===== src/hdl/spsg_pkg.sv =====
// ----------------------------------------------------------------------------
// spsg_pkg
// shared types and constants of the scanline polygon span generator
// ----------------------------------------------------------------------------
package spsg_pkg;

  localparam int MaxResults = 16;

  typedef enum logic [1:0] {
    OP_ADD   = 2'd0,
    OP_CLOSE = 2'd1,
    OP_CLEAR = 2'd2
  } op_e;

  typedef enum logic [1:0] {
    KIND_ACK   = 2'd0,
    KIND_DROP  = 2'd1,
    KIND_SPAN  = 2'd2,
    KIND_EMPTY = 2'd3
  } kind_e;

  typedef enum logic [5:0] {
    ST_IDLE = 6'b000001,
    ST_DISP = 6'b000010,
    ST_AGE  = 6'b000100,
    ST_BKT  = 6'b001000,
    ST_SEL  = 6'b010000,
    ST_EMIT = 6'b100000
  } state_e;

endpackage


===== src/hdl/spsg_ram.sv =====
// ----------------------------------------------------------------------------
// spsg_ram
// simple dual-port ram, one write port and one registered read port
// ----------------------------------------------------------------------------
module spsg_ram #(
  parameter int WIDTH = 8,
  parameter int DEPTH = 32
) (
  input  logic                     clk_i,
  input  logic                     we_i,
  input  logic [$clog2(DEPTH)-1:0] waddr_i,
  input  logic [WIDTH-1:0]         wdata_i,
  input  logic [$clog2(DEPTH)-1:0] raddr_i,
  output logic [WIDTH-1:0]         rdata_o
);

  logic [WIDTH-1:0] mem_q [DEPTH];

  always_ff @(posedge clk_i) begin
    if (we_i) begin
      mem_q[waddr_i] <= wdata_i;
    end
    rdata_o <= mem_q[raddr_i];
  end

endmodule


===== src/hdl/scanline_polygon_span_generator.sv =====
// ----------------------------------------------------------------------------
// scanline_polygon_span_generator
// scanline polygon fill with an active edge table held in ram
// ----------------------------------------------------------------------------
// Requests arrive on the s_axis channel, opcode in tuser: add an edge to the
// bucket, close the scanline, or clear and restart. Results leave on m_axis,
// kind in tuser, tlast on the final result of a request. Add, clear and the
// unused opcode give one result each, decoded in the dispatch state.
// Closing a scanline with A active and B bucket edges ages and merges the
// table through the active edge ram, then makes one scan of the N resulting
// edges per span endpoint to pick the edges in x order through the single
// ram read port.
// One request is handled at a time; s_axis_tready_o is high while idle, and
// a request is taken while the previous result still waits in the output
// register. When the receiver stalls, the block holds its result and stops.
// After reset both tables are empty and the first close does not age edges;
// no clearing pass is needed since only entries below the counts are read.
// ----------------------------------------------------------------------------
module scanline_polygon_span_generator #(
  parameter int MAX_EDGES  = 32,
  parameter int COORD_BITS = 12,
  parameter int FRAC_BITS  = 16,
  localparam int XB  = COORD_BITS + FRAC_BITS,
  localparam int ID  = 2 * XB + COORD_BITS + 1,
  localparam int ITW = ((ID + 7) / 8) * 8,
  localparam int OD  = 3 * COORD_BITS,
  localparam int OTW = ((OD + 7) / 8) * 8
) (
  input  logic           clk_i,
  input  logic           rst_ni,
  input  logic           s_axis_tvalid_i,
  output logic           s_axis_tready_o,
  // x_start, y_last, inverse_slope
  input  logic [ITW-1:0] s_axis_tdata_i,
  // opcode
  input  logic [1:0]     s_axis_tuser_i,
  output logic           m_axis_tvalid_o,
  input  logic           m_axis_tready_i,
  // span_y, span_x_left, span_x_right
  output logic [OTW-1:0] m_axis_tdata_o,
  // kind
  output logic [1:0]     m_axis_tuser_o,
  output logic           m_axis_tlast_o
);

  localparam int IW  = $clog2(MAX_EDGES);
  localparam int CW  = $clog2(MAX_EDGES + 1);
  localparam int PW  = $clog2(spsg_pkg::MaxResults + 1);
  localparam int C   = COORD_BITS;
  localparam int AW  = 2 * XB + C + 2;
  localparam logic [CW:0] MaxCnt = (CW + 1)'(MAX_EDGES);
  localparam logic [C-1:0] CoordMax = {C{1'b1}};
  localparam logic signed [XB+1:0] CeilAdd = (XB + 2)'((1 << FRAC_BITS) - 1);

  spsg_pkg::state_e state_q, state_d;
  logic [CW-1:0] act_cnt_q, act_cnt_d, bkt_cnt_q, bkt_cnt_d;
  logic [CW-1:0] rd_idx_q, rd_idx_d, wr_idx_q, wr_idx_d;
  logic [C-1:0]  cur_q, cur_d;
  logic          first_q, first_d, pend_q, pend_d;
  logic          have_prev_q, have_prev_d, found_q, found_d, right_q, right_d;
  logic [PW-1:0] pi_q, pi_d, np_q, np_d;
  logic          out_v_q, out_v_d, res_last_q, res_last_d;

  spsg_pkg::op_e     op_q;
  logic [XB-1:0]     xs_q;
  logic [C-1:0]      ly_q;
  logic [XB:0]       sl_q;
  logic [IW-1:0]     dat_idx_q, dat_idx_d;
  logic signed [XB:0] best_x_q, best_x_d, prev_x_q, prev_x_d;
  logic [IW-1:0]     best_i_q, best_i_d, prev_i_q, prev_i_d;
  logic [C-1:0]      left_q, left_d;
  spsg_pkg::kind_e   res_kind_q, res_kind_d, out_kind_q;
  logic [C-1:0]      res_y_q, res_y_d, res_xl_q, res_xl_d, res_xr_q, res_xr_d;
  logic [C-1:0]      out_y_q, out_xl_q, out_xr_q;
  logic              out_last_q;
  logic              load_out;

  logic            act_we, bkt_we;
  logic [IW-1:0]   act_waddr, act_raddr, bkt_raddr;
  logic [AW-1:0]   act_wdata, act_rdata;
  logic [ID-1:0]   bkt_rdata;

  logic signed [XB:0] a_x, a_sl, a_sum_sat;
  logic [C-1:0]       a_ly;
  logic signed [XB+1:0] a_sum;
  logic               qual, better;
  logic [CW-1:0]      half;
  logic [CW:0]        total;

  function automatic logic [C-1:0] px_ceil(input logic signed [XB:0] x);
    logic signed [XB+1:0] s;
    s = $signed({x[XB], x}) + CeilAdd;
    if (s[XB+1]) begin
      return '0;
    end else if (s[XB:FRAC_BITS+C] != '0) begin
      return CoordMax;
    end else begin
      return s[FRAC_BITS+C-1:FRAC_BITS];
    end
  endfunction

  function automatic logic [C-1:0] px_floor(input logic signed [XB:0] x);
    if (x[XB]) begin
      return '0;
    end else begin
      return x[XB-1:FRAC_BITS];
    end
  endfunction

  spsg_ram #(.WIDTH(AW), .DEPTH(MAX_EDGES)) u_act_ram (
    .clk_i   (clk_i),
    .we_i    (act_we),
    .waddr_i (act_waddr),
    .wdata_i (act_wdata),
    .raddr_i (act_raddr),
    .rdata_o (act_rdata)
  );

  spsg_ram #(.WIDTH(ID), .DEPTH(MAX_EDGES)) u_bkt_ram (
    .clk_i   (clk_i),
    .we_i    (bkt_we),
    .waddr_i (bkt_cnt_q[IW-1:0]),
    .wdata_i ({sl_q, ly_q, xs_q}),
    .raddr_i (bkt_raddr),
    .rdata_o (bkt_rdata)
  );

  // active word: x, last y, slope from the lowest bit up
  assign a_x  = $signed(act_rdata[XB:0]);
  assign a_ly = act_rdata[XB+C:XB+1];
  assign a_sl = $signed(act_rdata[AW-1:XB+C+1]);
  assign a_sum = $signed({a_x[XB], a_x}) + $signed({a_sl[XB], a_sl});

  always_comb begin
    if (a_sum[XB+1] != a_sum[XB]) begin
      a_sum_sat = a_sum[XB+1] ? {1'b1, {XB{1'b0}}} : {1'b0, {XB{1'b1}}};
    end else begin
      a_sum_sat = a_sum[XB:0];
    end
  end

  assign qual = !have_prev_q || (a_x > prev_x_q) ||
                ((a_x == prev_x_q) && (dat_idx_q > prev_i_q));
  assign better = !found_q || (a_x < best_x_q);
  assign total = {1'b0, act_cnt_q} + {1'b0, bkt_cnt_q};
  assign half = wr_idx_q >> 1;

  assign act_raddr = rd_idx_q[IW-1:0];
  assign bkt_raddr = rd_idx_q[IW-1:0];
  assign act_waddr = wr_idx_q[IW-1:0];

  always_comb begin
    state_d     = state_q;
    act_cnt_d   = act_cnt_q;
    bkt_cnt_d   = bkt_cnt_q;
    rd_idx_d    = rd_idx_q;
    wr_idx_d    = wr_idx_q;
    cur_d       = cur_q;
    first_d     = first_q;
    pend_d      = 1'b0;
    have_prev_d = have_prev_q;
    found_d     = found_q;
    right_d     = right_q;
    pi_d        = pi_q;
    np_d        = np_q;
    res_last_d  = res_last_q;
    dat_idx_d   = dat_idx_q;
    best_x_d    = best_x_q;
    best_i_d    = best_i_q;
    prev_x_d    = prev_x_q;
    prev_i_d    = prev_i_q;
    left_d      = left_q;
    res_kind_d  = res_kind_q;
    res_y_d     = res_y_q;
    res_xl_d    = res_xl_q;
    res_xr_d    = res_xr_q;
    act_we      = 1'b0;
    act_wdata   = '0;
    bkt_we      = 1'b0;
    load_out    = 1'b0;
    out_v_d     = out_v_q && !m_axis_tready_i;

    unique case (state_q)
      spsg_pkg::ST_IDLE: begin
        if (s_axis_tvalid_i) begin
          state_d = spsg_pkg::ST_DISP;
        end
      end
      spsg_pkg::ST_DISP: begin
        res_kind_d = spsg_pkg::KIND_ACK;
        res_y_d    = '0;
        res_xl_d   = '0;
        res_xr_d   = '0;
        res_last_d = 1'b1;
        state_d    = spsg_pkg::ST_EMIT;
        rd_idx_d   = '0;
        wr_idx_d   = '0;
        unique case (op_q)
          spsg_pkg::OP_ADD: begin
            if (total >= MaxCnt) begin
              res_kind_d = spsg_pkg::KIND_DROP;
            end else begin
              bkt_we    = 1'b1;
              bkt_cnt_d = bkt_cnt_q + 1'b1;
            end
          end
          spsg_pkg::OP_CLOSE: begin
            if (first_q) begin
              cur_d   = cur_q + 1'b1;
              state_d = spsg_pkg::ST_AGE;
            end else begin
              state_d = spsg_pkg::ST_BKT;
            end
          end
          spsg_pkg::OP_CLEAR: begin
            act_cnt_d = '0;
            bkt_cnt_d = '0;
            cur_d     = '0;
            first_d   = 1'b0;
          end
          default: begin
          end
        endcase
      end
      spsg_pkg::ST_AGE: begin
        if (rd_idx_q < act_cnt_q) begin
          pend_d   = 1'b1;
          rd_idx_d = rd_idx_q + 1'b1;
        end else if (!pend_q) begin
          rd_idx_d = '0;
          state_d  = spsg_pkg::ST_BKT;
        end
        if (pend_q && (a_ly != cur_q)) begin
          act_we    = 1'b1;
          act_wdata = {a_sl, a_ly, a_sum_sat};
          wr_idx_d  = wr_idx_q + 1'b1;
        end
      end
      spsg_pkg::ST_BKT: begin
        if (rd_idx_q < bkt_cnt_q) begin
          pend_d   = 1'b1;
          rd_idx_d = rd_idx_q + 1'b1;
        end else if (!pend_q) begin
          act_cnt_d   = wr_idx_q;
          bkt_cnt_d   = '0;
          first_d     = 1'b1;
          rd_idx_d    = '0;
          have_prev_d = 1'b0;
          found_d     = 1'b0;
          right_d     = 1'b0;
          pi_d        = '0;
          if (32'(half) > 32'(spsg_pkg::MaxResults)) begin
            np_d = PW'(spsg_pkg::MaxResults);
          end else begin
            np_d = PW'(half);
          end
          if (half == '0) begin
            res_kind_d = spsg_pkg::KIND_EMPTY;
            res_y_d    = cur_q;
            res_xl_d   = '0;
            res_xr_d   = '0;
            res_last_d = 1'b1;
            state_d    = spsg_pkg::ST_EMIT;
          end else begin
            state_d = spsg_pkg::ST_SEL;
          end
        end
        if (pend_q) begin
          act_we    = 1'b1;
          act_wdata = {bkt_rdata[ID-1:XB+C], bkt_rdata[XB+C-1:XB],
                       1'b0, bkt_rdata[XB-1:0]};
          wr_idx_d  = wr_idx_q + 1'b1;
        end
      end
      spsg_pkg::ST_SEL: begin
        if (rd_idx_q < act_cnt_q) begin
          pend_d    = 1'b1;
          dat_idx_d = rd_idx_q[IW-1:0];
          rd_idx_d  = rd_idx_q + 1'b1;
        end else if (!pend_q) begin
          prev_x_d    = best_x_q;
          prev_i_d    = best_i_q;
          have_prev_d = 1'b1;
          found_d     = 1'b0;
          rd_idx_d    = '0;
          if (!right_q) begin
            left_d  = px_ceil(best_x_q);
            right_d = 1'b1;
          end else begin
            right_d    = 1'b0;
            res_kind_d = spsg_pkg::KIND_SPAN;
            res_y_d    = cur_q;
            res_xl_d   = left_q;
            res_xr_d   = px_floor(best_x_q);
            res_last_d = (pi_q + 1'b1) == np_q;
            state_d    = spsg_pkg::ST_EMIT;
          end
        end
        if (pend_q && qual && better) begin
          found_d  = 1'b1;
          best_x_d = a_x;
          best_i_d = dat_idx_q;
        end
      end
      spsg_pkg::ST_EMIT: begin
        if (!out_v_q || m_axis_tready_i) begin
          load_out = 1'b1;
          out_v_d  = 1'b1;
          if (res_last_q) begin
            state_d = spsg_pkg::ST_IDLE;
          end else begin
            pi_d    = pi_q + 1'b1;
            state_d = spsg_pkg::ST_SEL;
          end
        end
      end
      default: begin
        state_d = spsg_pkg::ST_IDLE;
      end
    endcase
  end

  always_ff @(posedge clk_i or negedge rst_ni) begin
    if (!rst_ni) begin
      state_q     <= spsg_pkg::ST_IDLE;
      act_cnt_q   <= '0;
      bkt_cnt_q   <= '0;
      rd_idx_q    <= '0;
      wr_idx_q    <= '0;
      cur_q       <= '0;
      first_q     <= 1'b0;
      pend_q      <= 1'b0;
      have_prev_q <= 1'b0;
      found_q     <= 1'b0;
      right_q     <= 1'b0;
      pi_q        <= '0;
      np_q        <= '0;
      out_v_q     <= 1'b0;
      res_last_q  <= 1'b0;
    end else begin
      state_q     <= state_d;
      act_cnt_q   <= act_cnt_d;
      bkt_cnt_q   <= bkt_cnt_d;
      rd_idx_q    <= rd_idx_d;
      wr_idx_q    <= wr_idx_d;
      cur_q       <= cur_d;
      first_q     <= first_d;
      pend_q      <= pend_d;
      have_prev_q <= have_prev_d;
      found_q     <= found_d;
      right_q     <= right_d;
      pi_q        <= pi_d;
      np_q        <= np_d;
      out_v_q     <= out_v_d;
      res_last_q  <= res_last_d;
    end
  end

  always_ff @(posedge clk_i) begin
    if (s_axis_tvalid_i && s_axis_tready_o) begin
      op_q <= spsg_pkg::op_e'(s_axis_tuser_i);
      xs_q <= s_axis_tdata_i[XB-1:0];
      ly_q <= s_axis_tdata_i[XB+C-1:XB];
      sl_q <= s_axis_tdata_i[ID-1:XB+C];
    end
    dat_idx_q  <= dat_idx_d;
    best_x_q   <= best_x_d;
    best_i_q   <= best_i_d;
    prev_x_q   <= prev_x_d;
    prev_i_q   <= prev_i_d;
    left_q     <= left_d;
    res_kind_q <= res_kind_d;
    res_y_q    <= res_y_d;
    res_xl_q   <= res_xl_d;
    res_xr_q   <= res_xr_d;
    if (load_out) begin
      out_kind_q <= res_kind_q;
      out_y_q    <= res_y_q;
      out_xl_q   <= res_xl_q;
      out_xr_q   <= res_xr_q;
      out_last_q <= res_last_q;
    end
  end

  assign s_axis_tready_o = (state_q == spsg_pkg::ST_IDLE);
  assign m_axis_tvalid_o = out_v_q;
  assign m_axis_tdata_o  = OTW'({out_xr_q, out_xl_q, out_y_q});
  assign m_axis_tuser_o  = out_kind_q;
  assign m_axis_tlast_o  = out_last_q;

  a_cnt_bound: assert property (@(posedge clk_i) disable iff (!rst_ni)
    total <= MaxCnt)
    else $error("edge counts exceed table size");

  a_wr_bound: assert property (@(posedge clk_i) disable iff (!rst_ni)
    act_we |-> (wr_idx_q < MaxCnt[CW-1:0] || MaxCnt[CW]))
    else $error("active table write past its depth");

  a_sel_pairs: assert property (@(posedge clk_i) disable iff (!rst_ni)
    (state_q == spsg_pkg::ST_SEL) |-> (np_q != '0 && pi_q < np_q))
    else $error("span selection without a pair left");

endmodule

===== config.mk =====
export PLATFORM = sky130hd
export DESIGN_NAME = scanline_polygon_span_generator
export DESIGN_NICKNAME = d
export VERILOG_FILES = /design/src/hdl/spsg_pkg.sv /design/src/hdl/spsg_ram.sv /design/src/hdl/scanline_polygon_span_generator.sv
export SDC_FILE = /design/constraint.sdc
export NUM_CORES = 2
export LEC_CHECK = 0
export ABC_CLOCK_PERIOD_IN_PS = 12900
export CELL_PAD_IN_SITES_DETAIL_PLACEMENT = 1
export CELL_PAD_IN_SITES_GLOBAL_PLACEMENT = 1
export CORE_UTILIZATION = 60
export CTS_CLUSTER_DIAMETER = 100
export DETAILED_ROUTE_END_ITERATION = 10
export DONT_BUFFER_PORTS = 1
export GPL_TIMING_DRIVEN = 0
export PLACE_DENSITY_LB_ADDON = 0.1
export SYNTH_ARGS = -nofsm -noshare
export SYNTH_HDL_FRONTEND = slang
export SYNTH_MEMORY_MAX_BITS = 65536
export SYNTH_SLANG_ARGS = --single-unit

===== constraint.sdc =====
create_clock -name clk_i -period 12.9 [get_ports clk_i]
set_clock_uncertainty 0.1 [all_clocks]
set_input_delay 1.935 -clock clk_i [delete_from_list [all_inputs] [get_ports clk_i]]
set_output_delay 1.935 -clock clk_i [all_outputs]
set_load 0.03 [all_outputs]

==> results_dict.tcl <==
set metrics [dict create \
    status "complete, but fails checks" \
    violations "design-rule violations, max-capacitance violations, max-slew violations" \
    ys.flop_type "edfxtp_1" \
    crit_path_start "rd_idx_q[1]$_DFFE_PN0P_" \
    wl_um 588000 \
    syn_to_final_growth_pct 14.4 \
    synth_edf_count 4681 \
    insertion_delay_ns 1.04 \
    grt_max_degree 60 \
    path_clk_slew_ns 0.06 \
    synth_compound_area_share_pct 2.63 \
    grt_pass1_wl_um 805000 \
    synth_xor_area_share_pct 0.292 \
    dp_slack_ns 7.21 \
    wire_per_inst_um 42.8 \
    post_cts_buffers 0 \
    cts.htree.levels 5 \
    worst_pin_slew_ns 1.67 \
    hp-start "res_xr_q[11]$_SDFFCE_PP0P_" \
    slew_headroom_pct -11.5 \
    grt_overflow 0 \
    ctsHoldBuffers 0 \
    period_needed_ns 6.17 \
    nFillCells 23400 \
    fp.dieH_um 560 \
    crit_required_ns 13.51 \
    rsz0062_at_grt "false" \
    cp-start-kind "flip-flop" \
    timing.critical_path.fanout_max 10 \
    antenna_found_initial 53 \
    worst_slack_ns 6.73 \
    fin_crit_sh_pct 47.8 \
    syn_area_um2 187000 \
    vias 99300 \
    antenna_left 0 \
    pin_count 123 \
    synth_seq_cells 4879 \
    drive_above_1_share_pct 25.5 \
    hp-class "reg -> reg" \
    cts_root_buffer "clkbuf_16" \
    peakVddDrop_v 0.000143 \
    start_util_pct 60.4 \
    setup_viol 0 \
    synth_area_leaders "edfxtp_1, mux4_2, mux2i_1, dfxtp_1, o221ai_1" \
    powerDensity_nw_per_um2 163 \
    core_um2 309000 \
    synthMuxAreaShare_pct 16.1 \
    whs_ns 0.315 \
    fin_nets 9377 \
    dpl.hpwl_um 371000 \
    drt_iter0_drc 15300 \
    r2r_start "rd_idx_q[1]$_DFFE_PN0P_" \
    yosysWarnings 0 \
    worstSetupPathType "reg -> reg" \
    seq_area_frac_synth_pct 77.6 \
    die-area_um2 313000 \
    grt_pass1_vias 102000 \
    synth_simple_gate_area_share_pct 1.51 \
    post_cts_resized 0 \
    synth_cell_type_count 85 \
    synthArstFlopShare_pct 1.21 \
    port-buffer-count 0 \
    synth_top_area_cell "edfxtp_1" \
    cap_violations 13 \
    first_pass_iters 10 \
    gp_congestion 0.873 \
    fp-row-count 204 \
    cp.arrival_ns 6.78 \
    final-hold-violation-count 0 \
    end_kind "flip-flop" \
    cts_buffer_depth 4 \
    netlist_instances 8437 \
    slew_viol_final 92 \
    syn_avg_cell_area_um2 22.1 \
    cts.sink_count 4879 \
    cts_tree "yes" \
    gr-usage-all-layers_pct 37.6 \
    setup_tns_ns 0 \
    synth_top_family_by_area "multiplexers" \
    power_leakage_nw 71.2 \
    synth_top_area_share_pct 75.3 \
    synthAdderAreaFrac_pct 0.812 \
    drc 30 \
    clock.fmax_mhz 162 \
    fp.dieW_um 560 \
    via_per_inst 7.22 \
    numCtsBuffers 479 \
]
metal layers:
metal | part of all wire, % | routed length [um] | vias up | global-route usage, %
met5 | 0.053 | 310 | - | 0
met4 | 5.9 | 34800 | 48 | 19.4
met3 | 12 | 68300 | 1553 | 8.57
met2 | 47 | 278000 | 7839 | 59.1
met1 | 35 | 207000 | 52700 | 50.0
li1 | - | - | 37100 | -
critical path, stage by stage (launching register included):
cell      delay, ns
dfrtp_1        0.80
buf_2          0.40
buf_2          0.55
clkbuf_1       1.25
clkbuf_1       0.80
mux4_2         0.36
o21ai_0        0.07
nand2_1        0.14
o221ai_1       0.13
o21ai_0        1.20
cell type report:
type                       count  area, um^2  share of cell area (%)
multi-input combinational   3036       40400                    18.9
sequential                  4879      145000                    67.8
timing repair buffer         258        5150                    2.41
tap                         4120        5150                    2.41
inverter                     100         375                   0.176
antenna                       32        80.1                  0.0375
clock inverter               303        3210                    1.50
buffer                       425        1790                   0.836
clock buffer                 591       12600                    5.91
per-stage QoR:
stage	total power [mW]	area [um^2]	cells	util (%)
global placement	20.6	192000	12600	62.1
CTS	34.8	213000	13700	69.1
detailed placement	20.8	198000	12800	63.9
finish	34.8	214000	13700	69.1
floorplan	19.8	187000	8440	-
global route	35.4	214000	13700	69.1
worst paths after layout:
check,endpoint,slack [ns],cells past startpoint
worst max register to register,u_bkt_ram.rdata_o[51]$_DFF_P_,6.73,9
worst max-delay path,u_bkt_ram.rdata_o[51]$_DFF_P_,6.73,9
worst min-delay path,out_xr_q[11]$_DFFE_PP_,0.31,0
max in group asynchronous,state_q[0]$_DFFE_PN1P_,11.95,0
worst min register to register,out_xr_q[11]$_DFFE_PP_,0.31,0
min in group asynchronous,bkt_cnt_q[0]$_DFFE_PN0P_,0.53,0
where the power goes:
group          switching (mW)  total, mW  internal (mW)
Combinational            1.27       2.12          0.850
Clock                    6.26       14.3           8.01
Sequential              0.580       18.4           17.8
synthesized netlist by cell type (all sizes together) (6+ instances only):
master,n
o21ai,164
nand2b,17
a21oi,121
o22ai,58
o221ai,194
and2,24
a21o,44
nand2,242
xnor2,31
buf,167
dfxtp,139
nor2b,14
a211oi,6
nand3b,11
mux2i,303
inv,100
dfrtp,58
and3,9
a31oi,6
o31ai,8
clkbuf,258
or3,8
ha,118
a22o,44
o21a,13
nor2,159
nor3,23
nor4,16
nand3,36
edfxtp,4681
xor2,27
mux4,1146
nor3b,7
mux2,100
nand4,21
state kept, by name, indices dropped and copies added (netlist names), 28 cells and up:
name / flops
u_act_ram.mem_q: 2240
u_bkt_ram.mem_q: 2208
u_act_ram.rdata_o: 70
u_bkt_ram.rdata_o: 69
best_x_q: 29
prev_x_q: 29
sl_q: 29
xs_q: 28
logic make-up after synthesis:
group	Yosys count
AOI/OAI and AO/OA	697
buffers and inverters	525
and+or+nand+nor	608
xor gates and xnor gates	58
DFF	4879
adders and majority gates	120
other	1
muxes	1549
layout by cell type (no fill, tap or decap), types with 66 or more instances in the layout:
cell type,synthesis,layout
edfxtp_1,4681,4681
clkinv_2,0,88
clkbuf_1,258,331
o21ai_0,133,130
buf_2,77,78
nand2_1,242,242
o221ai_1,194,194
buf_12,0,207
inv_1,100,100
clkbuf_16,0,480
clkinv_1,0,101
ha_1,118,118
a21oi_1,116,116
nor2_1,159,93
buf_1,75,74
mux4_2,1146,1146
mux2i_1,303,303
mux2_2,99,99
nor2_4,0,66
dfxtp_1,139,139
No activity file was read; power rests on OpenSTA's default activity.
